`config.mk`:
```
export PLATFORM = sky130hd
export DESIGN_NAME = sampled_line_projection_unit
export DESIGN_NICKNAME = d
export VERILOG_FILES = /design/src/hdl/slp_pkg.sv /design/src/hdl/sampled_line_projection_unit.sv /design/src/hdl/slp_div.sv /design/src/hdl/slp_datapath.sv /design/src/hdl/slp_ctrl.sv
export SDC_FILE = /design/constraint.sdc
export NUM_CORES = 2
export LEC_CHECK = 0
export BUFFER_PORTS_ARGS = -buffer_cell sky130_fd_sc_hd__buf_2
export CAP_MARGIN = 10
export CORE_MARGIN = 2
export CORE_UTILIZATION = 40
export CTS_BUF_LIST = sky130_fd_sc_hd__clkbuf_4
export CTS_CLUSTER_DIAMETER = 120
export CTS_CLUSTER_SIZE = 30
export DETAILED_ROUTE_END_ITERATION = 16
export HOLD_SLACK_MARGIN = 0.12
export PLACE_DENSITY_LB_ADDON = 0.05
export RECOVER_POWER = 50
export SYNTH_ARGS = -nofsm -noshare
export SYNTH_HDL_FRONTEND = slang
export SYNTH_HIERARCHICAL = 1
export SYNTH_SLANG_ARGS = --single-unit
export TNS_END_PERCENT = 20
```
`constraint.sdc`:
```
create_clock -name clk_i -period 8.1 [get_ports clk_i]
set_input_delay 1.215 -clock clk_i [delete_from_list [all_inputs] [get_ports clk_i]]
set_output_delay 1.215 -clock clk_i [all_outputs]
set_load 0.03 [all_outputs]
```
`src/hdl/slp_pkg.sv`:
```
// Shared types and constants for the sampled line projection unit.
// Used by the divider, controller, datapath and top level; no dependencies.
package slp_pkg;

  localparam int DIM_W       = 13;  // width and height registers
  localparam int LINES_W     = 6;   // sample line count registers
  localparam int SAMP_W      = LINES_W + 1;  // sample index, holds lines + 1
  localparam int PIX_W       = 8;
  localparam int SUM_W       = 20;
  localparam int POS_W       = 13;
  localparam int CFG_IDX_W   = 3;
  localparam int DIV_STEP_W  = $clog2(DIM_W + 1);
  localparam int IN_TDATA_W  = 8;
  localparam int OUT_TDATA_W = 40;
  localparam int OUT_TUSER_W = 2;

  localparam int DEF_MAX_WIDTH   = 4096;
  localparam int DEF_MAX_HEIGHT  = 4096;
  localparam int DEF_MAX_SAMPLES = 32;

  localparam logic [CFG_IDX_W-1:0] REG_IMAGE_WIDTH  = 3'd0;
  localparam logic [CFG_IDX_W-1:0] REG_IMAGE_HEIGHT = 3'd1;
  localparam logic [CFG_IDX_W-1:0] REG_ROW_LINES    = 3'd2;
  localparam logic [CFG_IDX_W-1:0] REG_COL_LINES    = 3'd3;

  localparam logic [DIM_W-1:0]   WIDTH_RESET  = 13'd640;
  localparam logic [DIM_W-1:0]   HEIGHT_RESET = 13'd480;
  localparam logic [LINES_W-1:0] LINES_RESET  = 6'd4;

  typedef enum logic [2:0] {
    ST_SETUP,
    ST_DIV_ROW,
    ST_DIV_COL,
    ST_RUN,
    ST_EMIT_ROW,
    ST_EMIT_COL,
    ST_EMIT_ERR
  } slp_state_e;

  typedef struct packed {
    logic setup;         // frame start: clear sums, start row spacing divide
    logic col_div;       // start column spacing divide
    logic store_row_sp;
    logic store_col_sp;
    logic accept;        // pixel taken this cycle
    logic emit_row;
    logic emit_col;
    logic emit_err;
    logic last;
  } slp_cmd_t;

  typedef struct packed {
    logic frame_ok;
    logic div_done;
    logic row_emit;      // accepted pixel closes a sample row
    logic frame_end;     // accepted pixel closes the frame
    logic cols_zero;
    logic drain_last;
  } slp_status_t;

endpackage

```
`src/hdl/sampled_line_projection_unit.sv`:
```
// Top level of the sampled line projection unit: stream ports, config port.
// Depends on slp_pkg, slp_ctrl and slp_datapath.
//
//  channel   | dir | handshake                     | payload
//  ----------+-----+-------------------------------+--------------------------------
//  pixels    | in  | s_axis_tvalid / s_axis_tready | tdata: pixel
//  results   | out | m_axis_tvalid / m_axis_tready | tdata: line_position, line_sum;
//            |     |                               | tuser: axis, status; tlast: last
//  config    | in  | cfg_we_i                      | cfg_idx_i, cfg_data_i
//
// One pixel per cycle within a frame while no results are being emitted.
// At each frame start the two spacings come one after the other from one
// shared bit-serial divider before the first pixel is taken; both divides are
// skipped when the configuration is invalid. A pixel that produces results holds
// the input while they go out (up to 32 at frame end) and while m_axis_tready is low.
// Reset or any config write restarts the frame.
module sampled_line_projection_unit import slp_pkg::*; #(
  parameter int MAX_WIDTH   = DEF_MAX_WIDTH,
  parameter int MAX_HEIGHT  = DEF_MAX_HEIGHT,
  parameter int MAX_SAMPLES = DEF_MAX_SAMPLES
) (
  input  logic                   clk_i,
  input  logic                   rst_ni,
  input  logic                   s_axis_tvalid,
  output logic                   s_axis_tready,
  input  logic [IN_TDATA_W-1:0]  s_axis_tdata,   // [7:0] pixel
  output logic                   m_axis_tvalid,
  input  logic                   m_axis_tready,
  output logic [OUT_TDATA_W-1:0] m_axis_tdata,   // [12:0] line_position, [32:13] line_sum
  output logic [OUT_TUSER_W-1:0] m_axis_tuser,   // [0] axis, [1] status
  output logic                   m_axis_tlast,
  input  logic                   cfg_we_i,
  input  logic [CFG_IDX_W-1:0]   cfg_idx_i,
  input  logic [DIM_W-1:0]       cfg_data_i
);

  slp_cmd_t         cmd;
  slp_status_t      status;
  logic             out_axis, out_status, out_last;
  logic [POS_W-1:0] out_pos;
  logic [SUM_W-1:0] out_sum;

  slp_ctrl u_ctrl (
    .clk_i     (clk_i),
    .rst_ni    (rst_ni),
    .cfg_we_i  (cfg_we_i),
    .s_valid_i (s_axis_tvalid),
    .s_ready_o (s_axis_tready),
    .m_ready_i (m_axis_tready),
    .m_valid_o (m_axis_tvalid),
    .status_i  (status),
    .cmd_o     (cmd)
  );

  slp_datapath #(
    .MAX_WIDTH   (MAX_WIDTH),
    .MAX_HEIGHT  (MAX_HEIGHT),
    .MAX_SAMPLES (MAX_SAMPLES)
  ) u_datapath (
    .clk_i        (clk_i),
    .rst_ni       (rst_ni),
    .cfg_we_i     (cfg_we_i),
    .cfg_idx_i    (cfg_idx_i),
    .cfg_data_i   (cfg_data_i),
    .cmd_i        (cmd),
    .status_o     (status),
    .pixel_i      (s_axis_tdata[PIX_W-1:0]),
    .out_axis_o   (out_axis),
    .out_pos_o    (out_pos),
    .out_sum_o    (out_sum),
    .out_status_o (out_status),
    .out_last_o   (out_last)
  );

  assign m_axis_tdata = OUT_TDATA_W'({out_sum, out_pos});
  assign m_axis_tuser = {out_status, out_axis};
  assign m_axis_tlast = out_last;

`ifndef SYNTHESIS
  // a result word is never written over one still waiting downstream
  a_no_overwrite: assert property (@(posedge clk_i) disable iff (!rst_ni)
    (cmd.emit_row || cmd.emit_col || cmd.emit_err) |-> (!m_axis_tvalid || m_axis_tready))
    else $error("result word overwritten while stalled");

  // pixel intake and result emission never share a cycle
  a_one_op: assert property (@(posedge clk_i) disable iff (!rst_ni)
    $onehot0({cmd.accept, cmd.emit_row, cmd.emit_col, cmd.emit_err}))
    else $error("more than one datapath operation in a cycle");

  // the pixel after a frame end waits for frame setup
  a_frame_gap: assert property (@(posedge clk_i) disable iff (!rst_ni)
    (cmd.accept && status.frame_end) |=> !s_axis_tready)
    else $error("pixel taken right after frame end");

  // a register write always restarts setup
  a_cfg_restart: assert property (@(posedge clk_i) disable iff (!rst_ni)
    cfg_we_i |=> !s_axis_tready)
    else $error("input open right after config write");
`endif

endmodule

```
`src/hdl/slp_div.sv`:
```
// Bit-serial restoring divider, one quotient bit per cycle.
// Depends on slp_pkg for operand widths.
module slp_div import slp_pkg::*; (
  input  logic              clk_i,
  input  logic              rst_ni,
  input  logic              start_i,
  input  logic [DIM_W-1:0]  dividend_i,
  input  logic [SAMP_W-1:0] divisor_i,
  output logic              done_o,
  output logic [DIM_W-1:0]  quotient_o
);

  logic                  busy_q, busy_d;
  logic                  done_q, done_d;
  logic [DIV_STEP_W-1:0] step_q, step_d;
  logic [SAMP_W-1:0]     rem_q;
  logic [SAMP_W-1:0]     dsr_q;
  logic [DIM_W-1:0]      quo_q;
  logic [SAMP_W:0]       trial;
  logic [SAMP_W:0]       diff;
  logic                  fits;

  // quotient bits shift in at the bottom as dividend bits leave at the top
  assign trial = {rem_q, quo_q[DIM_W-1]};
  assign diff  = trial - {1'b0, dsr_q};
  assign fits  = trial >= {1'b0, dsr_q};

  always_comb begin
    busy_d = busy_q;
    done_d = 1'b0;
    step_d = step_q;
    if (start_i) begin
      busy_d = 1'b1;
      step_d = DIV_STEP_W'(DIM_W);
    end else if (busy_q) begin
      step_d = step_q - DIV_STEP_W'(1);
      if (step_q == DIV_STEP_W'(1)) begin
        busy_d = 1'b0;
        done_d = 1'b1;
      end
    end
  end

  always_ff @(posedge clk_i or negedge rst_ni) begin
    if (!rst_ni) begin
      busy_q <= 1'b0;
      done_q <= 1'b0;
      step_q <= '0;
    end else begin
      busy_q <= busy_d;
      done_q <= done_d;
      step_q <= step_d;
    end
  end

  always_ff @(posedge clk_i) begin
    if (start_i) begin
      rem_q <= '0;
      dsr_q <= divisor_i;
      quo_q <= dividend_i;
    end else if (busy_q) begin
      rem_q <= fits ? diff[SAMP_W-1:0] : trial[SAMP_W-1:0];
      quo_q <= {quo_q[DIM_W-2:0], fits};
    end
  end

  assign done_o     = done_q;
  assign quotient_o = quo_q;

endmodule

```
`src/hdl/slp_datapath.sv`:
```
// Datapath: config registers, raster counters, row accumulator, column sums,
// spacing divider and output word register. Depends on slp_pkg and slp_div.
module slp_datapath import slp_pkg::*; #(
  parameter int MAX_WIDTH   = DEF_MAX_WIDTH,
  parameter int MAX_HEIGHT  = DEF_MAX_HEIGHT,
  parameter int MAX_SAMPLES = DEF_MAX_SAMPLES
) (
  input  logic                 clk_i,
  input  logic                 rst_ni,
  input  logic                 cfg_we_i,
  input  logic [CFG_IDX_W-1:0] cfg_idx_i,
  input  logic [DIM_W-1:0]     cfg_data_i,
  input  slp_cmd_t             cmd_i,
  output slp_status_t          status_o,
  input  logic [PIX_W-1:0]     pixel_i,
  output logic                 out_axis_o,
  output logic [POS_W-1:0]     out_pos_o,
  output logic [SUM_W-1:0]     out_sum_o,
  output logic                 out_status_o,
  output logic                 out_last_o
);

  localparam int DIM_MAX = (1 << DIM_W) - 1;
  localparam int WMAX    = (MAX_WIDTH < DIM_MAX) ? MAX_WIDTH : DIM_MAX;
  localparam int HMAX    = (MAX_HEIGHT < DIM_MAX) ? MAX_HEIGHT : DIM_MAX;
  localparam int CW      = $clog2(WMAX);
  localparam int RW      = $clog2(HMAX);
  localparam int CSP_W   = $clog2(WMAX + 1);
  localparam int RSP_W   = $clog2(HMAX + 1);
  localparam int IDX_W   = (MAX_SAMPLES > 1) ? $clog2(MAX_SAMPLES) : 1;
  localparam logic [DIM_W-1:0]   W_CLAMP = DIM_W'(WMAX);
  localparam logic [DIM_W-1:0]   H_CLAMP = DIM_W'(HMAX);
  localparam logic [LINES_W-1:0] S_LIMIT = LINES_W'(MAX_SAMPLES);

  logic [DIM_W-1:0]   width_q, height_q;
  logic [LINES_W-1:0] row_lines_q, col_lines_q;

  logic [RW-1:0]      row_cnt_q;
  logic [CW-1:0]      col_cnt_q;
  logic [RSP_W-1:0]   row_sp_q;
  logic [CSP_W-1:0]   col_sp_q;
  logic [POS_W-1:0]   row_pos_q, col_pos_q;
  logic [SAMP_W-1:0]  nrs_q, kc_q;
  logic [SUM_W-1:0]   row_acc_q;
  logic [CW-1:0]      cph_q;
  logic [IDX_W-1:0]   dk_q;
  logic [SUM_W-1:0]   sums_q [MAX_SAMPLES];

  logic               out_axis_q, out_status_q, out_last_q;
  logic [POS_W-1:0]   out_pos_q;
  logic [SUM_W-1:0]   out_sum_q;

  logic [DIM_W-1:0]   eff_w, eff_h;
  logic               frame_ok, row_end, frame_end, in_row, col_hit, col_take;
  logic [IDX_W-1:0]   rd_idx;
  logic [SUM_W-1:0]   rd_sum;
  logic [SUM_W:0]     row_add, col_add;
  logic [SUM_W-1:0]   row_new, col_new;
  logic               div_start, div_done;
  logic [DIM_W-1:0]   div_dividend, quo;
  logic [SAMP_W-1:0]  div_divisor;

  // ---- configuration registers ----
  always_ff @(posedge clk_i or negedge rst_ni) begin
    if (!rst_ni) begin
      width_q     <= WIDTH_RESET;
      height_q    <= HEIGHT_RESET;
      row_lines_q <= LINES_RESET;
      col_lines_q <= LINES_RESET;
    end else if (cfg_we_i) begin
      case (cfg_idx_i)
        REG_IMAGE_WIDTH:  width_q     <= cfg_data_i;
        REG_IMAGE_HEIGHT: height_q    <= cfg_data_i;
        REG_ROW_LINES:    row_lines_q <= cfg_data_i[LINES_W-1:0];
        REG_COL_LINES:    col_lines_q <= cfg_data_i[LINES_W-1:0];
        default: ;
      endcase
    end
  end

  // zero acts as one, oversize clamps to the maximum
  always_comb begin
    if (width_q == '0)         eff_w = DIM_W'(1);
    else if (width_q > W_CLAMP) eff_w = W_CLAMP;
    else                        eff_w = width_q;
    if (height_q == '0)          eff_h = DIM_W'(1);
    else if (height_q > H_CLAMP) eff_h = H_CLAMP;
    else                         eff_h = height_q;
  end

  assign frame_ok = (DIM_W'(row_lines_q) < eff_h) && (DIM_W'(col_lines_q) < eff_w) &&
                    (row_lines_q <= S_LIMIT) && (col_lines_q <= S_LIMIT);

  // ---- spacing divider ----
  assign div_start    = cmd_i.setup | cmd_i.col_div;
  assign div_dividend = cmd_i.col_div ? eff_w : eff_h;
  assign div_divisor  = cmd_i.col_div ? SAMP_W'(col_lines_q) + SAMP_W'(1)
                                      : SAMP_W'(row_lines_q) + SAMP_W'(1);

  slp_div u_div (
    .clk_i      (clk_i),
    .rst_ni     (rst_ni),
    .start_i    (div_start),
    .dividend_i (div_dividend),
    .divisor_i  (div_divisor),
    .done_o     (div_done),
    .quotient_o (quo)
  );

  // ---- per pixel decode ----
  assign row_end   = (DIM_W'(col_cnt_q) + DIM_W'(1)) >= eff_w;
  assign frame_end = row_end && ((DIM_W'(row_cnt_q) + DIM_W'(1)) >= eff_h);
  assign in_row    = (nrs_q <= SAMP_W'(row_lines_q)) &&
                     ((POS_W'(row_cnt_q) + POS_W'(1)) == row_pos_q);
  // cph counts pixels since the row start or the last column sample position in this row
  assign col_hit   = (CSP_W'(cph_q) + CSP_W'(1)) == col_sp_q;
  assign col_take  = frame_ok && col_hit && (kc_q <= SAMP_W'(col_lines_q));

  // single read port: drain index while emitting columns, else sample index
  assign rd_idx  = cmd_i.emit_col ? dk_q : IDX_W'(kc_q - SAMP_W'(1));
  assign rd_sum  = sums_q[rd_idx];

  assign row_add = {1'b0, row_acc_q} + (SUM_W+1)'(pixel_i);
  assign col_add = {1'b0, rd_sum} + (SUM_W+1)'(pixel_i);
  assign row_new = row_add[SUM_W] ? '1 : row_add[SUM_W-1:0];
  assign col_new = col_add[SUM_W] ? '1 : col_add[SUM_W-1:0];

  // ---- raster counters ----
  always_ff @(posedge clk_i or negedge rst_ni) begin
    if (!rst_ni) begin
      row_cnt_q <= '0;
      col_cnt_q <= '0;
    end else if (cfg_we_i) begin
      row_cnt_q <= '0;
      col_cnt_q <= '0;
    end else if (cmd_i.accept) begin
      if (row_end) begin
        col_cnt_q <= '0;
        row_cnt_q <= frame_end ? '0 : row_cnt_q + RW'(1);
      end else begin
        col_cnt_q <= col_cnt_q + CW'(1);
      end
    end
  end

  // ---- sample state, sums and output word ----
  always_ff @(posedge clk_i) begin
    if (cmd_i.setup) begin
      row_acc_q <= '0;
      nrs_q     <= SAMP_W'(1);
      cph_q     <= '0;
      kc_q      <= SAMP_W'(1);
      for (int i = 0; i < MAX_SAMPLES; i++) begin
        sums_q[i] <= '0;
      end
    end
    if (cmd_i.store_row_sp) begin
      row_sp_q  <= RSP_W'(quo);
      row_pos_q <= POS_W'(quo);
    end
    if (cmd_i.store_col_sp) begin
      col_sp_q  <= CSP_W'(quo);
      col_pos_q <= POS_W'(quo);
      dk_q      <= '0;
    end
    if (cmd_i.accept) begin
      if (frame_ok && in_row) begin
        row_acc_q <= row_new;
      end
      if (col_take) begin
        sums_q[rd_idx] <= col_new;
      end
      if (row_end) begin
        cph_q <= '0;
        kc_q  <= SAMP_W'(1);
      end else if (col_hit) begin
        cph_q <= '0;
        if (kc_q <= SAMP_W'(col_lines_q)) begin
          kc_q <= kc_q + SAMP_W'(1);
        end
      end else begin
        cph_q <= cph_q + CW'(1);
      end
    end
    if (cmd_i.emit_row) begin
      out_axis_q   <= 1'b0;
      out_pos_q    <= row_pos_q;
      out_sum_q    <= row_acc_q;
      out_status_q <= 1'b0;
      out_last_q   <= cmd_i.last;
      row_acc_q    <= '0;
      nrs_q        <= nrs_q + SAMP_W'(1);
      row_pos_q    <= row_pos_q + POS_W'(row_sp_q);
    end
    if (cmd_i.emit_col) begin
      out_axis_q   <= 1'b1;
      out_pos_q    <= col_pos_q;
      out_sum_q    <= rd_sum;
      out_status_q <= 1'b0;
      out_last_q   <= cmd_i.last;
      dk_q         <= dk_q + IDX_W'(1);
      col_pos_q    <= col_pos_q + POS_W'(col_sp_q);
    end
    if (cmd_i.emit_err) begin
      out_axis_q   <= 1'b0;
      out_pos_q    <= '0;
      out_sum_q    <= '0;
      out_status_q <= 1'b1;
      out_last_q   <= cmd_i.last;
    end
  end

  assign status_o.frame_ok   = frame_ok;
  assign status_o.div_done   = div_done;
  assign status_o.row_emit   = frame_ok && in_row && row_end;
  assign status_o.frame_end  = frame_end;
  assign status_o.cols_zero  = (col_lines_q == '0);
  assign status_o.drain_last = (SAMP_W'(dk_q) + SAMP_W'(1)) == SAMP_W'(col_lines_q);

  assign out_axis_o   = out_axis_q;
  assign out_pos_o    = out_pos_q;
  assign out_sum_o    = out_sum_q;
  assign out_status_o = out_status_q;
  assign out_last_o   = out_last_q;

endmodule

```
`src/hdl/slp_ctrl.sv`:
```
// Controller: frame setup sequencing, pixel acceptance and result emission.
// Depends on slp_pkg for the state enum and command/status structs.
module slp_ctrl import slp_pkg::*; (
  input  logic        clk_i,
  input  logic        rst_ni,
  input  logic        cfg_we_i,
  input  logic        s_valid_i,
  output logic        s_ready_o,
  input  logic        m_ready_i,
  output logic        m_valid_o,
  input  slp_status_t status_i,
  output slp_cmd_t    cmd_o
);

  slp_state_e state_q, state_d;
  logic       frame_end_q, frame_end_d;
  logic       out_valid_q, out_valid_d;
  logic       out_free, load;

  assign out_free = !out_valid_q || m_ready_i;

  // next state
  always_comb begin
    state_d     = state_q;
    frame_end_d = frame_end_q;
    case (state_q)
      ST_SETUP: begin
        state_d = status_i.frame_ok ? ST_DIV_ROW : ST_RUN;
      end
      ST_DIV_ROW: begin
        if (status_i.div_done) state_d = ST_DIV_COL;
      end
      ST_DIV_COL: begin
        if (status_i.div_done) state_d = ST_RUN;
      end
      ST_RUN: begin
        if (s_valid_i) begin
          frame_end_d = status_i.frame_end;
          if (status_i.row_emit) begin
            state_d = ST_EMIT_ROW;
          end else if (status_i.frame_end) begin
            if (!status_i.frame_ok)      state_d = ST_EMIT_ERR;
            else if (status_i.cols_zero) state_d = ST_SETUP;
            else                         state_d = ST_EMIT_COL;
          end
        end
      end
      ST_EMIT_ROW: begin
        if (out_free) begin
          if (!frame_end_q)            state_d = ST_RUN;
          else if (status_i.cols_zero) state_d = ST_SETUP;
          else                         state_d = ST_EMIT_COL;
        end
      end
      ST_EMIT_COL: begin
        if (out_free && status_i.drain_last) state_d = ST_SETUP;
      end
      ST_EMIT_ERR: begin
        if (out_free) state_d = ST_SETUP;
      end
      default: state_d = ST_SETUP;
    endcase
    // any register write restarts the frame
    if (cfg_we_i) state_d = ST_SETUP;
  end

  // outputs
  always_comb begin
    cmd_o     = '0;
    s_ready_o = 1'b0;
    case (state_q)
      ST_SETUP: begin
        cmd_o.setup = 1'b1;
      end
      ST_DIV_ROW: begin
        cmd_o.store_row_sp = status_i.div_done;
        cmd_o.col_div      = status_i.div_done;
      end
      ST_DIV_COL: begin
        cmd_o.store_col_sp = status_i.div_done;
      end
      ST_RUN: begin
        s_ready_o    = 1'b1;
        cmd_o.accept = s_valid_i;
      end
      ST_EMIT_ROW: begin
        cmd_o.emit_row = out_free;
        cmd_o.last     = !(frame_end_q && !status_i.cols_zero);
      end
      ST_EMIT_COL: begin
        cmd_o.emit_col = out_free;
        cmd_o.last     = status_i.drain_last;
      end
      ST_EMIT_ERR: begin
        cmd_o.emit_err = out_free;
        cmd_o.last     = 1'b1;
      end
      default: ;
    endcase
  end

  assign load        = cmd_o.emit_row | cmd_o.emit_col | cmd_o.emit_err;
  assign out_valid_d = load ? 1'b1 : (m_ready_i ? 1'b0 : out_valid_q);

  always_ff @(posedge clk_i or negedge rst_ni) begin
    if (!rst_ni) begin
      state_q     <= ST_SETUP;
      frame_end_q <= 1'b0;
      out_valid_q <= 1'b0;
    end else begin
      state_q     <= state_d;
      frame_end_q <= frame_end_d;
      out_valid_q <= out_valid_d;
    end
  end

  assign m_valid_o = out_valid_q;

endmodule
```
# Word level (Yosys, flattened, before mapping)

Memories as Yosys holds them, arrays and structs flattened.
Index checks and enable logic that the tools add are counted.

Input bits: 29
Memories kept: 1
RAM bits: 640
Flip-flop bits (word level): 239
Word-level logic and storage cells: 211
Output and inout bits: 45

Memory list:

| name              | words | bits a word | rd ports | clocked after memory_dff | write ports | line               | source |
|---|---|---|---|---|---|---|---|
| u_datapath.sums_q | 32    | 20          | 1        | 0                        | 32          | slp_datapath.sv:47 | `logic [SUM_W-1:0] sums_q [MAX_SAMPLES];` |

Eq/ne operators: 20
Add/subtract/negate cells: 19
Multiplexer cells: 90
Reduce and logical (&&, ||, !) cells: 38
Order comparisons: 11
Bitwise gates (word level): 3

Operator list:

| cell                                                                     | count |
|---|---|
| 13-bit two-way mux                                                       | 13 |
| 20-bit two-way mux                                                       | 8 |
| 12-bit two-way mux                                                       | 11 |
| 7-bit two-way mux                                                        | 9 |
| 20-bit by 8-bit adder with 21-bit output                                 | 2 |
| 12-bit by 1-bit adder with 13-bit output (second input constant)         | 3 |
| 12-bit by 1-bit adder with 12-bit output (second input constant)         | 3 |
| 3-bit two-way mux                                                        | 12 |
| 1-bit two-way mux                                                        | 27 |
| 13-bit adder                                                             | 2 |
| 13-bit == test                                                           | 2 |
| 13-bit >= comparator                                                     | 2 |
| 13-bit greater-than comparator (second input constant)                   | 2 |
| 13-bit zero test                                                         | 2 |
| 6-bit by 13-bit < comparator with 1-bit output                           | 2 |
| 3-bit case mux with 7 select lines                                       | 1 |
| 5-bit two-way mux                                                        | 4 |
| 20-bit OR reduction                                                      | 1 |
| 2-bit nonzero test                                                       | 9 |
| 3-bit by 2-bit inequality test with 1-bit output (second input constant) | 5 |
| 6-bit by 1-bit adder with 7-bit output (second input constant)           | 2 |
| 7-bit by 1-bit adder with 7-bit output (second input constant)           | 2 |
| 7-bit by 6-bit less-or-equal comparator with 1-bit output                | 2 |
| 3-bit by 2-bit == test with 1-bit output (second input constant)         | 4 |
| 25 further kinds                                                         | 51 |

# Depth between registers and ports, before layout

Depth after elaboration: 14
Mapped depth: 28
Gate-level depth less buffers: 20

# Modules after synthesis

The synthesis kept the hierarchy.

Modules (own cells, without submodules):

| module                       | instances | cells an instance | area an instance (sq um) | sequential area each (sq um) |
|---|---|---|---|---|
| slp_datapath                 | 1         | 3,165             | 40,403.8                 | 24,333.3 |
| slp_div                      | 1         | 150               | 1,741.7                  | 890.9 |
| slp_ctrl                     | 1         | 53                | 495.5                    | 125.1 |
| sampled_line_projection_unit | 1         | 10                | 71.3                     | 0.0 |

# Worst setup path after synthesis

Ideal clock, no wire load.

Path type: input to register
Start: in m_axis_tready
End: mem u_datapath.sums_q[0][12], data pin
Setup time: 0.267 ns
Required time: 7.833 ns
Setup slack: 1.663 ns
Arrival: 6.170 ns
Cell stages on the path: 26
Buffers on the path: 6
Cell sequence: nor2b_1 -> nor3_1 -> inv_1 -> mux2_2 -> buf_4 -> buf_2 -> buf_1 -> buf_2 -> clkbuf_1 -> mux4_2 -> a22oi_1 -> nand4_1 -> ha_1 -> inv_1 -> fa_1 -> nor2b_1 -> o21ai_0 -> a21boi_0 -> o21ai_0 -> nand2b_1 -> a31oi_1 -> or3_4 -> or3_1 -> a21oi_2 -> buf_2 -> nor2_1

RTL lines:

| element            | line                               | source |
|---|---|---|
| start: declaration | sampled_line_projection_unit.sv:28 | `input logic m_axis_tready,` |
| end: declaration   | slp_datapath.sv:47                 |  |

==> metrics.md <==
| Metric | Value |
|---|---|
| Startpoint types | `flip-flop` |
| Die area | `0.109 sq mm` |
| Synth top area share | `51.8%` |
| GPL Wtd Cong | `0.919` |
| Die Ht | `331 um` |
| Worst Path Arrival | `8240 ps` |
| Outcome | `complete, but fails checks` |
| CTS tree | `done` |
| Ys Warns | `6` |
| Clock Tree Buf Depth | `3` |
| Min Tclk post-route | `7590 ps` |
| Vias in the first global route | `27.0k` |
| Min-delay worst type | `primary input to flip-flop` |
| Commonest non-fill, non-tap cell in the layout | `nor2_1` |
| Root buf cell | `clkbuf_4` |
| PD cells | `413 mW/mm^2` |
| Synth Flop Type | `edfxtp_1` |
| Fraction of layout cells with a size suffix above 1 | `14.2%` |
| Syn avg cell area | `12.6 sq um` |
| Synth Instances | `3378` |
| RSZ-0062 raised after global routing | `false` |
| Sink Count | `879` |
| Worst EP required | `8750 ps` |
| WHS | `458 ps` |
| H-tree levels | `2` |
| Post-CTS setup buffer count | `0` |
| Largest reg by FF count | `u_datapath/sums_q` |
| I/O pin total | `74` |
| DRT Wirelength | `131000 um` |
| CP most frequent cell | `nand2_1` |
| Setup CP Type | `flip-flop to flip-flop` |
| Die width | `331 um` |
| Largest net degree at the start of global routing | `74` |
| Leak | `15.7 nW` |
| Vias per inst | `5.76` |
| EDFF count, synth | `737` |
| Initial antenna violation count | `2` |
| Leading cell types in the layout, fill and taps excluded | `nor2_1, edfxtp_1, nand2_1` |
| CP peak stage delay | `2420 ps` |
| Buffer and inverter count on the worst path | `2` |
| Top Family by Delay on Critical Path | `simple AND/OR/NAND/NOR gates` |
| Clock-pin slew on the worst setup and hold paths | `340 ps` |
| Max reg flops | `640` |
| Synth area leader | `edfxtp_1` |
| Max-cap viol count | `11` |
| Post-layout util | `42.4%` |
| Final Hold Vio Count | `0` |
| Number of I/O port buffers | `66` |
| Worst-path cell chain | `ha_1 > inv_1 > or3_1 > nor2_1 > xnor2_1 > xor2_1 > nand4_1 > or4b_1 > nor4_1 > nand2_1 > clkbuf_2 > nand2_1` |
| Synth-to-layout area growth | `4.87%` |
| Synthesized area | `0.0427 sq mm` |
| Total track usage | `23.9%` |
| DRC | `0` |
| Count of cell types in the netlist | `94` |
| Via count | `27.4k` |
| Post-CTS Resized | `0` |
| # rows | `119` |
| Pin slew with the least headroom to its limit | `4220 ps` |
| Async set-or-reset flop fraction in the synthesized netlist | `8.30%` |
| Layout net count | `3483` |
| Peak supply drop | `0.552 mV` |
| Final setup violation count | `0` |
| Failing checks | `capacitance limit, slew limit` |
| Worst Skew | `127 ps` |
| Initial core utilization | `40.5%` |
| Global-route wire length before repair | `191000 um` |
| Hpwl dp | `88200 um` |
| CP Max Fanout | `21` |
| CP Capture Type | `flip-flop` |
| Yosys reg bits | `879` |
| DR WL/cell | `27.5 um` |
| Fmax | `0.132 GHz` |
| Slew Limit Fails | `363` |
| DR iter-0 viols | `2624` |
| Ranking of synthesized cells by area | `edfxtp_1, mux4_2, nor2_1` |
| Cts hold-fix bufs | `0` |
| Setup tns final | `0 ps` |
| Share of the yosys chip area belonging to registers | `59.3%` |
| Worst-Skew Late Latency | `1020 ps` |
| Num CTS Buffers | `36` |
| GRT overflow | `0` |
| Final ANT Viol Nets | `0` |
| Slowest cell on the critical path | `nor4_1` |
| Core Region | `0.106 sq mm` |
| Final Cycle Share | `93.7%` |
| Worst relative slew slack | `-181%` |
| Pre-antenna DRT Iters | `6` |
==> layout make-up <==
| cell class | instances | area (sq um) |
|---|---|---|
| clock inverter | 8 | 96.3 |
| antenna | 4 | 10.0 |
| sequential | 879 | 25300 |
| timing repair buffer | 179 | 1080 |
| fill | 9770 | 60800 |
| inverter | 86 | 337 |
| clock buffer | 43 | 323 |
| tap | 1391 | 1740 |
| multi-input combinational | 2162 | 15900 |
==> metrics by stage <==
step	worst slack [ps]	area, sq um	cells	power [mW]
after global routing	275	44800	4750	19.4
after floorplan	1660	42700	3384	13.2
after CTS	947	45000	4748	18.7
final	510	44800	4752	18.5
after global placement	579	44600	4697	17.0
after detailed placement	564	44600	4697	17.1
==> layer usage <==
| layer | part of all wire (%) | up-vias | global-route usage [%] |
|---|---|---|---|
| met5 | 0 | - | 0 |
| met4 | 4.0 | 0 | 8.23 |
| met3 | 4.5 | 159 | 2.65 |
| met2 | 50 | 780 | 41.4 |
| met1 | 41 | 14200 | 31.2 |
| li1 | - | 12200 | - |
==> synthesized netlist by cell type, drive strengths merged (5+ instances only) <==
cell      n
buf     121
a211o     7
fa        5
nor2b    30
and4      7
dfrtp    65
a21oi    80
dfxtp    69
ha      105
o21ai    80
mux2i    58
a21boi    9
a31oi     5
xor2     38
nor4b     7
a22o     17
o31a      5
dfstp     8
nand2b   19
nor3     33
mux2     72
xnor2    71
o211ai    5
or2      11
mux4    159
clkbuf  136
nor2    788
and2      6
a211oi   51
edfxtp  737
o31ai     8
o21a     20
nor3b     9
a21o     19
nor4     25
inv      85
nand3    54
or3      16
nand4    30
a22oi    66
nand2   182
and3     11
o41ai     6
==> power by group <==
| group | total, mW | internal [mW] | switching (mW) |
|---|---|---|---|
| clock network | 1.65 | 0.292 | 1.36 |
| registers | 7.85 | 7.19 | 0.663 |
| logic | 9.01 | 2.50 | 6.51 |
| total | 18.5 | 9.98 | 8.53 |
==> kinds of logic (layout without fill, tap and decap cells) <==
family	after synthesis	in the layout	share of synthesized area (%)
XOR/XNOR	109	109	2.24
multiplexers	289	289	11.7
AND/OR/NAND/NOR	1239	1239	13.0
adder cells (fa/ha/maj)	110	110	3.31
AO/OA/AOI/OAI	408	408	6.64
buffers and inverters	343	316	3.83
flip-flops	879	879	59.3
other	1	11	0.00878
==> worst paths after layout <==
check / startpoint / end / slack [ps] / cells after the start
worst max register to register: u_datapath/cph_q[0] / u_datapath/sums_q[9][12] / 510 / 12
max in group asynchronous: rst_ni / u_datapath/height_q[0] / 4100 / 1
min in group asynchronous: rst_ni / u_datapath/height_q[9] / 1700 / 1
worst min-delay path: cfg_data_i[9] / u_datapath/height_q[9] / 460 / 2
worst min register to register: u_datapath/u_div/rem_q[5] / u_datapath/u_div/rem_q[6] / 530 / 2
worst max-delay path: u_datapath/cph_q[0] / u_datapath/sums_q[9][12] / 510 / 12
Power figures use the tool's default switching activity.
